===== src/design/skvt_pkg.sv =====
// ----------------------------------------------------------------------------
// Sorted key/value table: shared definitions
// Field widths, operation and status codes, controller states and the
// command/status bundles that join the controller and the datapath.
// ----------------------------------------------------------------------------
package skvt_pkg;

   localparam int unsigned SKVT_CAPACITY = 256;

   localparam int unsigned MODE_W  = 2;
   localparam int unsigned KEY_W   = 64;
   localparam int unsigned VALUE_W = 64;
   localparam int unsigned STAT_W  = 2;
   localparam int unsigned SLOT_W  = 9;

   // packed port widths
   localparam int unsigned REQ_DATA_W = 128;
   localparam int unsigned RSP_DATA_W = 88;

   typedef enum logic [MODE_W-1:0] {
      MODE_CLEAR = 2'd0,
      MODE_ADD   = 2'd1,
      MODE_READ  = 2'd2,
      MODE_WRITE = 2'd3
   } mode_type;

   typedef enum logic [STAT_W-1:0] {
      STAT_OK   = 2'd0,
      STAT_MISS = 2'd1,
      STAT_FULL = 2'd2,
      STAT_RSVD = 2'd3
   } rsp_status_type;

   // what the pending word reports once the operation completes
   typedef enum logic [2:0] {
      RES_CLEAR,
      RES_HIT,
      RES_WRITE,
      RES_NEW,
      RES_MISS,
      RES_FULL
   } result_type;

   typedef enum logic [2:0] {
      ST_IDLE,
      ST_SEARCH,
      ST_SEARCH_CMP,
      ST_CHECK,
      ST_SHIFT,
      ST_INSERT,
      ST_EMIT
   } state_type;

   typedef struct packed {
      logic       load;
      logic       clear;
      logic       search_read;
      logic       search_step;
      logic       check_read;
      logic       write_value;
      logic       shift_init;
      logic       shift_step;
      logic       insert;
      logic       set_result;
      result_type result;
      logic       emit;
   } cmd_type;

   typedef struct packed {
      mode_type mode;
      logic     search_open;
      logic     hit;
      logic     full;
      logic     shift_busy;
      logic     rsp_free;
   } stat_type;

   // flip the sign bit so unsigned order matches signed order
   function automatic logic [KEY_W-1:0] bias_key(input logic [KEY_W-1:0] k);
      bias_key = {~k[KEY_W-1], k[KEY_W-2:0]};
   endfunction

endpackage


===== src/design/skvt_ctrl.sv =====
// ----------------------------------------------------------------------------
// Sorted key/value table: controller
// Sequences one request: a clear, or binary search, hit check and
// shift-and-insert, then hand-off of the result word to the output register.
// ----------------------------------------------------------------------------
module skvt_ctrl (
   input  logic               clock,
   input  logic               reset,
   input  logic               req_tvalid,
   output logic               req_tready,
   input  skvt_pkg::stat_type stat,
   output skvt_pkg::cmd_type  cmd
);

   import skvt_pkg::*;

   state_type state_ff;
   state_type state_in;

   // state register
   always_ff @(posedge clock) begin
      if (reset) begin
         state_ff <= ST_IDLE;
      end else begin
         state_ff <= state_in;
      end
   end

   // next state and commands
   always_comb begin
      state_in   = state_ff;
      cmd        = '0;
      req_tready = 1'b0;
      unique case (state_ff)
         ST_IDLE: begin
            req_tready = 1'b1;
            if (req_tvalid) begin
               cmd.load = 1'b1;
               state_in = ST_SEARCH;
            end
         end
         ST_SEARCH: begin
            priority if (stat.mode == MODE_CLEAR) begin
               cmd.clear      = 1'b1;
               cmd.set_result = 1'b1;
               cmd.result     = RES_CLEAR;
               state_in       = ST_EMIT;
            end else if (stat.search_open) begin
               cmd.search_read = 1'b1;
               state_in        = ST_SEARCH_CMP;
            end else begin
               cmd.check_read = 1'b1;
               state_in       = ST_CHECK;
            end
         end
         ST_SEARCH_CMP: begin
            cmd.search_step = 1'b1;
            state_in        = ST_SEARCH;
         end
         ST_CHECK: begin
            cmd.set_result = 1'b1;
            state_in       = ST_EMIT;
            priority if (stat.mode == MODE_ADD) begin
               priority if (stat.hit) begin
                  cmd.result = RES_HIT;
               end else if (stat.full) begin
                  cmd.result = RES_FULL;
               end else begin
                  cmd.result     = RES_NEW;
                  cmd.shift_init = 1'b1;
                  state_in       = ST_SHIFT;
               end
            end else if (!stat.hit) begin
               cmd.result = RES_MISS;
            end else if (stat.mode == MODE_WRITE) begin
               cmd.result      = RES_WRITE;
               cmd.write_value = 1'b1;
            end else begin
               cmd.result = RES_HIT;
            end
         end
         ST_SHIFT: begin
            cmd.shift_step = 1'b1;
            if (!stat.shift_busy) begin
               state_in = ST_INSERT;
            end
         end
         ST_INSERT: begin
            cmd.insert = 1'b1;
            state_in   = ST_EMIT;
         end
         ST_EMIT: begin
            if (stat.rsp_free) begin
               cmd.emit = 1'b1;
               state_in = ST_IDLE;
            end
         end
         default: begin
            state_in = ST_IDLE;
         end
      endcase
   end

endmodule


===== config.mk =====
export PLATFORM = sky130hd
export DESIGN_NAME = skvt_ctrl
export DESIGN_NICKNAME = d
export VERILOG_FILES = /design/src/design/skvt_pkg.sv /design/src/design/skvt_ctrl.sv
export SDC_FILE = /design/constraint.sdc
export NUM_CORES = 1
export LEC_CHECK = 0
export BUFFER_PORTS_ARGS = -buffer_cell sky130_fd_sc_hd__buf_2
export CAP_MARGIN = 20
export CORE_AREA = 10 10 47 49
export CTS_CLUSTER_DIAMETER = 30
export DETAILED_ROUTE_END_ITERATION = 7
export DIE_AREA = 0 0 57 59
export GPL_TIMING_DRIVEN = 1
export PLACE_DENSITY = 0.55
export REMOVE_ABC_BUFFERS = 1
export SLEW_MARGIN = 15
export SYNTH_ARGS = -nofsm -noshare
export SYNTH_HDL_FRONTEND = slang
export SYNTH_SLANG_ARGS = --single-unit

===== constraint.sdc =====
create_clock -name clock -period 1.2 [get_ports clock]
set_input_delay 0 -clock clock [delete_from_list [all_inputs] [get_ports clock]]
set_output_delay 0 -clock clock [all_outputs]
set_load 0.02 [all_outputs]

Word-level counts from Yosys, hierarchy flattened
Cells that the tools add are included.

storage, ports and cells
  input port bits = 10
  flip-flop bits (word level) = 3

cells by class
  equal/unequal tests = 11
  reduce and logical (&&, ||, !) cells = 3
  mux-type cells = 38

operator list
  operator            count
  $mux 3              8
  $mux 1              21
  $pmux 3 s7          1
  $mux 2              6
  $eq 3x3->1 const B  3
  $pmux 4 s2          1
  $eq 3x2->1 const B  2
  $ne 2x2->1 const B  3
  $mux 4              1
  $eq 3x1->1 const B  1
  $logic_not 3->1     1
  $reduce_and 3->1    1
  $eq 2x1->1 const B  1
  $eq 2x2->1 const B  1
  $logic_not 2->1     1

Longest topological paths before layout
Gate-level depths: netlist (run 1).

  depth in word-level cells = 5
  mapped depth = 5
  depth with buffers taken out = 4

Worst setup path after synthesis (run 1)
No wires, ideal clock.

  kind = flip-flop to output port
  start = register state_ff[0]
  end = output port cmd[13] (netlist bit)
  setup slack = -123 ps
  data required time = 1200 ps
  cell stages (with the launch flop) = 4
  data arrival time = 1323 ps
  cell sequence = dfxtp_1 > buf_2 > nor3_1 > and2_1

RTL lines
  element                   RTL line         source
  start: declaration        skvt_ctrl.sv:17  state_type state_ff;
  start signal: assignment  skvt_ctrl.sv:25  state_ff <= state_in;
  end: declaration          skvt_ctrl.sv:12  output skvt_pkg::cmd_type cmd

==> summary.md, run 1 <==
| Metric | Value |
|---|---|
| Critical path launch point type | `flop` |
| Reg with most FFs | `state_ff` |
| Reg2reg end | `state_ff[1]` |
| Fillers | `175` |
| Wire per inst | `11.95 um` |
| Synth warn | `0` |
| Vias/cell | `4.670` |
| Reg2reg setup slack | `0.09 ns` |
| Leading cell types in the layout, fill and taps excluded | `buf_2 (18), buf_4 (10), nor2_1 (7)` |
| DR pass1 iterations | `4` |
| # diodes | `0` |
| Max Cap Violations | `0` |
| Setup TNS | `-0.002460 ns` |
| Peak supply drop | `0.6771 mV` |
| Max reg flops | `3` |
| Multi-input logic area | `286.5 um^2` |
| Pleak | `0.0003026 uW` |
| Port bufs | `24` |
| Mean cell area of the mapped netlist | `6.306 um^2` |
| CTS clk-pin slew, worst paths | `0.03 ns` |
| Critical path class | `flop to output pin` |
| FF/Latch Area | `63.81 um^2` |
| Hold Path Origin | `stat[0]` |
| Nets | `92` |
| Area Overhead vs Synth | `87.30%` |
| Initial Util | `22.50%` |
| Crit Reg-Reg Startpoint | `state_ff[0]` |
| Setup Fix Bufs, Post-CTS | `0` |
| Post-synth cell types | `22` |
| Failing checks | `negative setup slack` |
| Critical-path maximum fanout | `5` |
| Netlist Area Pre-Place | `315.3 um^2` |
| Final core utilization | `42.14%` |
| Hold path depth | `3` |
| # rows | `14` |
| Layout cell share with drive strength beyond 1 | `55.56%` |
| Max transition margin | `81.66%` |
| Antenna-violating nets left | `0` |
| Setup ws final | `-0.002165 ns` |
| Height of the die | `59 um` |
| Die Wd | `57 um` |
| DRT iter0 DRCs | `4` |
| Pin count of the biggest net entering global routing | `9` |
| Slew Limit Fails | `0` |
| Core Area | `0.001401 mm^2` |
| Cell Chain, Critical Path | `and2b_2 -> nand2_4 -> nor4_2 -> buf_4` |
| Final RePlAce weighted congestion | `0.7724` |
| Hold Path Class | `input pin to flop` |
| Power, Total | `786.4 uW` |
| Biggest regs | `state_ff x3` |
| Final worst-path cycle share | `100.2%` |
| Synth Instances | `50` |
| Die area | `0.003363 mm^2` |
| Required @ worst endpoint | `1.20 ns` |
| Seq cells post-synth | `3` |
| Clock skew | `0.002800 ns` |
| CP Data Arrival Time | `1.20 ns` |
| Critical-path top delay cell | `dfxtp_2` |
| Vias in the first global route | `462` |
| Gr usage total | `7.050%` |
| Sequential-to-total area share from yosys stat | `19.05%` |
| Bufs on Longest Clock Path | `2` |
| Power Density | `1332 mW/mm^2` |
| First-pass GRT wire length | `1.966 mm` |
| Least-Margin Pin Slew | `0.2741 ns` |
| DPL Wire Length | `943.6 um` |
| Status | `finished with violations` |
| Reg2reg path depth | `4` |
| Crit-path max cell delay | `0.32 ns` |
| Number of CTS-inserted buffers | `3` |
| Commonest non-fill, non-tap cell in the layout | `buf_2` |
| Final setup vio count | `2` |
| Root buffer cell | `clkbuf_4` |
| Achievable Freq | `0.8318 GHz` |
| Initial antenna violation count | `0` |
| WL final | `1.159 mm` |
| Vias | `453` |
| CTS H-tree depth | `1` |
| Crit. End Element | `output pin` |
| CTS tree | `done` |
| Clock sink total | `3` |
| Total grt overflow | `0` |
| DRC viols | `0` |
| I/O pin cnt | `25` |
| Post-route minimum period | `1.202 ns` |
| RSZ-0062 raised after global routing | `yes` |
| Fin. Hold Viols | `0` |
| Clk Latency, worst-skew pair | `0.23 ns` |
| Hold EP | `state_ff[2]` |
## synth_stat cells
master / number / area share [%]
buf_2: 3 / 4.8
and2_1: 1 / 2.0
a21o_1: 1 / 2.4
o22ai_1: 1 / 2.0
nor4_1: 2 / 4.0
nor3_1: 6 / 9.5
o31a_1: 1 / 2.8
a31oi_1: 1 / 2.0
dfxtp_1: 3 / 19
or3_1: 1 / 2.0
nand3_1: 1 / 1.6
inv_1: 2 / 2.4
a21oi_1: 4 / 6.3
mux2i_1: 1 / 3.2
and2b_1: 1 / 2.4
nand2b_1: 3 / 6.0
or3b_1: 1 / 2.8
o31ai_1: 1 / 2.4
nor3b_1: 1 / 2.4
nand2_1: 5 / 6.0
nor2_1: 7 / 8.3
and3_1: 3 / 6.0
## logic make-up (layout without fill, tap and decap cells)
family	after synthesis	in the layout	share of synthesized area, %
buffers and inverters	5	36	7.142
muxes	1	1	3.175
DFF	3	3	19.05
AOI/OAI and AO/OA	9	9	17.86
and+or+nand+nor	32	32	52.78
## through the flow
| step | cells | cell area [um^2] | hold slack, ns | setup slack, ns |
|---|---|---|---|---|
| 2_1_floorplan | 47 | 300.3 | 0.06907 | -0.2268 |
| 3_3_place_gp | 92 | 478.0 | 0.2136 | 0.09066 |
| 3_5_place_dp | 92 | 478.0 | 0.2054 | 0.08832 |
| 4_1_cts | 97 | 541.8 | 0.09608 | -0.06340 |
| 5_1_grt | 97 | 590.6 | 0.1229 | -0.08944 |
| 6_report | 97 | 590.6 | 0.1049 | -0.002165 |
## worst max-delay path: cells and delay by family (launching register included)
family	cells	cell delay, ns
DFF	1	0.32
and+or+nand+nor	3	0.47
buffers and inverters	1	0.18
## power breakdown
group	leakage (uW)	switching [uW]	internal, uW	total (uW)
clock network	0.0000150	52.5	125	177
logic	0.000262	251	206	457
registers	0.0000258	25.8	126	152
## final cells by class
class                   instances  area share (%)
multi-input cells              42           48.52
repair buffers                 30           31.57
flip-flops and latches          3           10.81
clock buffers                   4           4.449
well taps                      16           3.390
inverters                       2           1.271
## how the worst max path moves through the flow
stage,startpoint,end,depth (start not counted),slack [ns]
CTS,state_ff[2],cmd[7],4,-0.06
global route,state_ff[2],cmd[2],4,-0.09
global placement,state_ff[0],state_ff[1],4,0.09
floorplan,state_ff[0],cmd[7],3,-0.23
detailed placement,state_ff[2],state_ff[1],4,0.09
finish,state_ff[2],cmd[7],4,-0.002
## timing repair
action	4_1_cts	5_1_grt
pin swaps	2	1
gates cloned	0	0
hold buffers	1	0
setup endpoints to repair	9	9
hold endpoints to repair	3	0
resized for setup	10	12
## routing by layer
| layer | GRT usage [%] | routed length, um |
|---|---|---|
| met1 | 7.619 | 510 |
| met2 | 11.32 | 552 |
| met3 | 3.004 | 95 |
| met4 | 4.027 | 0 |
| met5 | 0 | 0 |
Power figures use the tool's default switching activity.
==> inputs of run 2 (changes only) <==
--- a/config.mk
+++ b/config.mk
@@ -5,14 +5,14 @@
 export SDC_FILE = /design/constraint.sdc
 export NUM_CORES = 1
 export LEC_CHECK = 0
-export BUFFER_PORTS_ARGS = -buffer_cell sky130_fd_sc_hd__buf_2
 export CAP_MARGIN = 20
 export CORE_AREA = 10 10 47 49
 export CTS_CLUSTER_DIAMETER = 30
 export DETAILED_ROUTE_END_ITERATION = 7
 export DIE_AREA = 0 0 57 59
+export DONT_BUFFER_PORTS = 1
 export GPL_TIMING_DRIVEN = 1
-export PLACE_DENSITY = 0.55
+export PLACE_DENSITY = 0.39
 export REMOVE_ABC_BUFFERS = 1
 export SLEW_MARGIN = 15
 export SYNTH_ARGS = -nofsm -noshare
==> run 2 against run 1 <==
Against the previous run:
- the flow still finishes with violations (negative setup slack)
- global-route usage decreased by 0.48 points
- final cell count decreased by 2.1%
- count of clock-buffer cells in the layout unchanged
- register-to-register slack got worse by 0.07 ns
- sequential share of layout area decreased by 1.4 points
- utilization increased by 8.4 points
- first-iteration DRC count decreased by 75%
- wire length increased by 21%
- non-clock buffer count decreased by 2
- via count increased by 1.8%
- sequential cell count unchanged
- critical path depth increased by 1
- largest power group unchanged
==> summary.md, run 2 (same netlist as run 1, synthesis figures left out) <==
| Metric | Value |
|---|---|
| Status | `finished with violations (unchanged)` |
| Failing checks | `negative setup slack (unchanged)` |
| Area Overhead vs Synth | `124.6% (was 87.30%)` |
| Cell count after placement | `78 (was 92)` |
| Clock skew | `0.0005819 ns (was 0.002800 ns)` |
| Crit-path max cell delay | `0.31 ns (was 0.32 ns)` |
| First-pass GRT wire length | `1.869 mm (was 1.966 mm)` |
| CP Data Arrival Time | `1.23 ns (was 1.20 ns)` |
| CTS H-tree depth | `1 (unchanged)` |
| DRC viols | `0 (unchanged)` |
| WL final | `1.400 mm (was 1.159 mm)` |
| Core Area | `0.001401 mm^2 (unchanged)` |
| Nets | `90 (was 92)` |
| Pleak | `0.0003056 uW (was 0.0003026 uW)` |
| Bufs on Longest Clock Path | `2 (unchanged)` |
| RSZ-0062 raised after global routing | `yes (unchanged)` |
| # rows | `14 (unchanged)` |
| Vias | `461 (was 453)` |
| Reg with most FFs | `state_ff (unchanged)` |
| Gr usage total | `6.569% (was 7.050%)` |
| Height of the die | `59 um (unchanged)` |
| Most used cell, CP | `buf_6` |
| Port bufs | `0 (was 24)` |
| Initial Util | `22.50% (unchanged)` |
| Post-route minimum period | `1.232 ns (was 1.202 ns)` |
| Power Density | `1299 mW/mm^2 (was 1332 mW/mm^2)` |
| Setup ws final | `-0.03167 ns (was -0.002165 ns)` |
| Critical path launch point type | `flop (unchanged)` |
| Die area | `0.003363 mm^2 (unchanged)` |
| Crit. End Element | `output pin (unchanged)` |
| Final RePlAce weighted congestion | `0.7799 (was 0.7724)` |
| Cell Chain, Critical Path | `and2b_2 -> buf_6 -> nand3_4 -> a21oi_2 -> buf_6 (was and2b_2 -> nand2_4 -> nor4_2 -> buf_4)` |
| DR pass1 iterations | `3 (was 4)` |
| Number of CTS-inserted buffers | `3 (unchanged)` |
| CTS clk-pin slew, worst paths | `0.03 ns (about the same)` |
| Critical-path top delay cell | `dfxtp_2 (unchanged)` |
| Peak supply drop | `0.9547 mV (was 0.6771 mV)` |
| Achievable Freq | `0.8119 GHz (was 0.8318 GHz)` |
| Total grt overflow | `0 (unchanged)` |
| Fillers | `153 (was 175)` |
| Placed cell area | `432.9 um^2 (was 478.0 um^2)` |
| Leading cell types in the layout, fill and taps excluded | `buf_4 (19), buf_6 (6), nor2_1 (5) (was buf_2 (18), buf_4 (10), nor2_1 (7))` |
| Antenna-violating nets left | `0 (unchanged)` |
| Least-Margin Pin Slew | `0.3513 ns (was 0.2741 ns)` |
| Vias/cell | `4.853 (was 4.670)` |
| Minimum hold slack | `0.08714 ns (was 0.1049 ns)` |
| Wire per inst | `14.74 um (was 11.95 um)` |
| Required @ worst endpoint | `1.20 ns (about the same)` |
| Max reg flops | `3 (unchanged)` |
| Hold Path Class | `input pin to flop (unchanged)` |
| Die Wd | `57 um (unchanged)` |
| Fin. Hold Viols | `0 (unchanged)` |
| Final setup vio count | `3 (was 2)` |
| DRT iter0 DRCs | `1 (was 4)` |
| Max transition margin | `76.49% (was 81.66%)` |
| Max Cap Violations | `0 (unchanged)` |
| Vias in the first global route | `424 (was 462)` |
| Slew Limit Fails | `0 (unchanged)` |
| CTS tree | `done (unchanged)` |
| Final Instance Area | `708.2 um^2 (was 590.6 um^2)` |
| Final worst-path cycle share | `102.6% (was 100.2%)` |
| Critical path class | `flop to output pin (unchanged)` |
| Critical-path maximum fanout | `3 (was 5)` |
| Clock sink total | `3 (unchanged)` |
| Clk Latency, worst-skew pair | `0.23 ns (about the same)` |
| Setup TNS | `-0.07801 ns (was -0.002460 ns)` |
| Pin count of the biggest net entering global routing | `12 (was 9)` |
| DPL Wire Length | `940.7 um (was 943.6 um)` |
| Root buffer cell | `clkbuf_4 (unchanged)` |
| # diodes | `0 (unchanged)` |
| Layout cell share with drive strength beyond 1 | `65.82% (was 55.56%)` |
| I/O pin cnt | `25 (unchanged)` |
| Initial antenna violation count | `0 (unchanged)` |
| Final std cells w/o fill | `95 (was 97)` |
| Final core utilization | `50.54% (was 42.14%)` |
| Commonest non-fill, non-tap cell in the layout | `buf_4 (was buf_2)` |
| Biggest regs | `state_ff x3 (unchanged)` |
## run 2: changes by cell type in the layout (fill, tap and decap cells not counted), moves of 2 or more
| cell | previous run | this run |
|---|---|---|
| nor3_2 | 1 | 3 |
| buf_6 | 1 | 6 |
| and3_4 | 0 | 2 |
| buf_2 | 18 | 1 |
| and3_1 | 3 | 1 |
| nor2_2 | 0 | 2 |
| nor2_1 | 7 | 5 |
| nor3_1 | 4 | 2 |
| buf_4 | 10 | 19 |
## run 2: per-stage QoR
step / setup slack [ns] / total power (uW)
final: -0.03167 / 920.0
after global routing: -0.1112 / 988.9
after CTS: -0.09697 / 789.3
after detailed placement: 0.1011 / 513.4
after global placement: 0.1050 / 513.8
after floorplan: -0.2268 / 372.6
## run 2: path summary, 6_finish.rpt
| path | cells after the start | to | startpoint | slack (ns) |
|---|---|---|---|---|
| setup reg to reg | 5 | state_ff[1] | state_ff[2] | 0.02 |
| hold / removal | 3 | state_ff[0] | stat[1] | 0.09 |
| setup / recovery | 5 | cmd[2] | state_ff[2] | -0.03 |
| hold reg to reg | 2 | state_ff[2] | state_ff[0] | 0.61 |
## run 2: critical path, delay by kind of cell, from the launching register on
family,cells,cell delay [ns]
AOI/OAI and AO/OA,1,0.12
buffers and inverters,2,0.24
and+or+nand+nor,2,0.32
DFF,1,0.31
## run 2: final cells by class
cell class	instances	area, um^2	share of cell area (%)
Multi-Input combinational cell	42	349.1	49.29
Clock buffer	4	26.28	3.710
Timing Repair Buffer	28	235.2	33.22
Sequential cell	3	66.31	9.364
Inverter	2	11.26	1.590
Tap cell	16	20.02	2.827
## run 2: layer usage
| layer | up-vias | track usage (%) | wire (um) |
|---|---|---|---|
| met2 | 22 | 9.147 | 670 |
| met5 | - | 0 | 0 |
| met3 | 0 | 5.150 | 184 |
| met4 | 0 | 1.007 | 0 |
| li1 | 234 | - | - |
| met1 | 205 | 7.838 | 545 |
## run 2: what timing repair did
item,in CTS,in global routing
hold endpoints to repair,3,0
endpoints found under the setup margin,9,13
setup buffers,5,5
gates cloned,0,1
pin swaps,3,8
gates resized for setup,11,27
hold buffers,2,0
## run 2: report_power, final
part | leakage, uW | internal (uW) | switching, uW | total (uW)
logic | 0.000265 | 296 | 293 | 589
registers | 0.0000261 | 127 | 28.6 | 156
clock network | 0.0000150 | 124 | 50.5 | 175
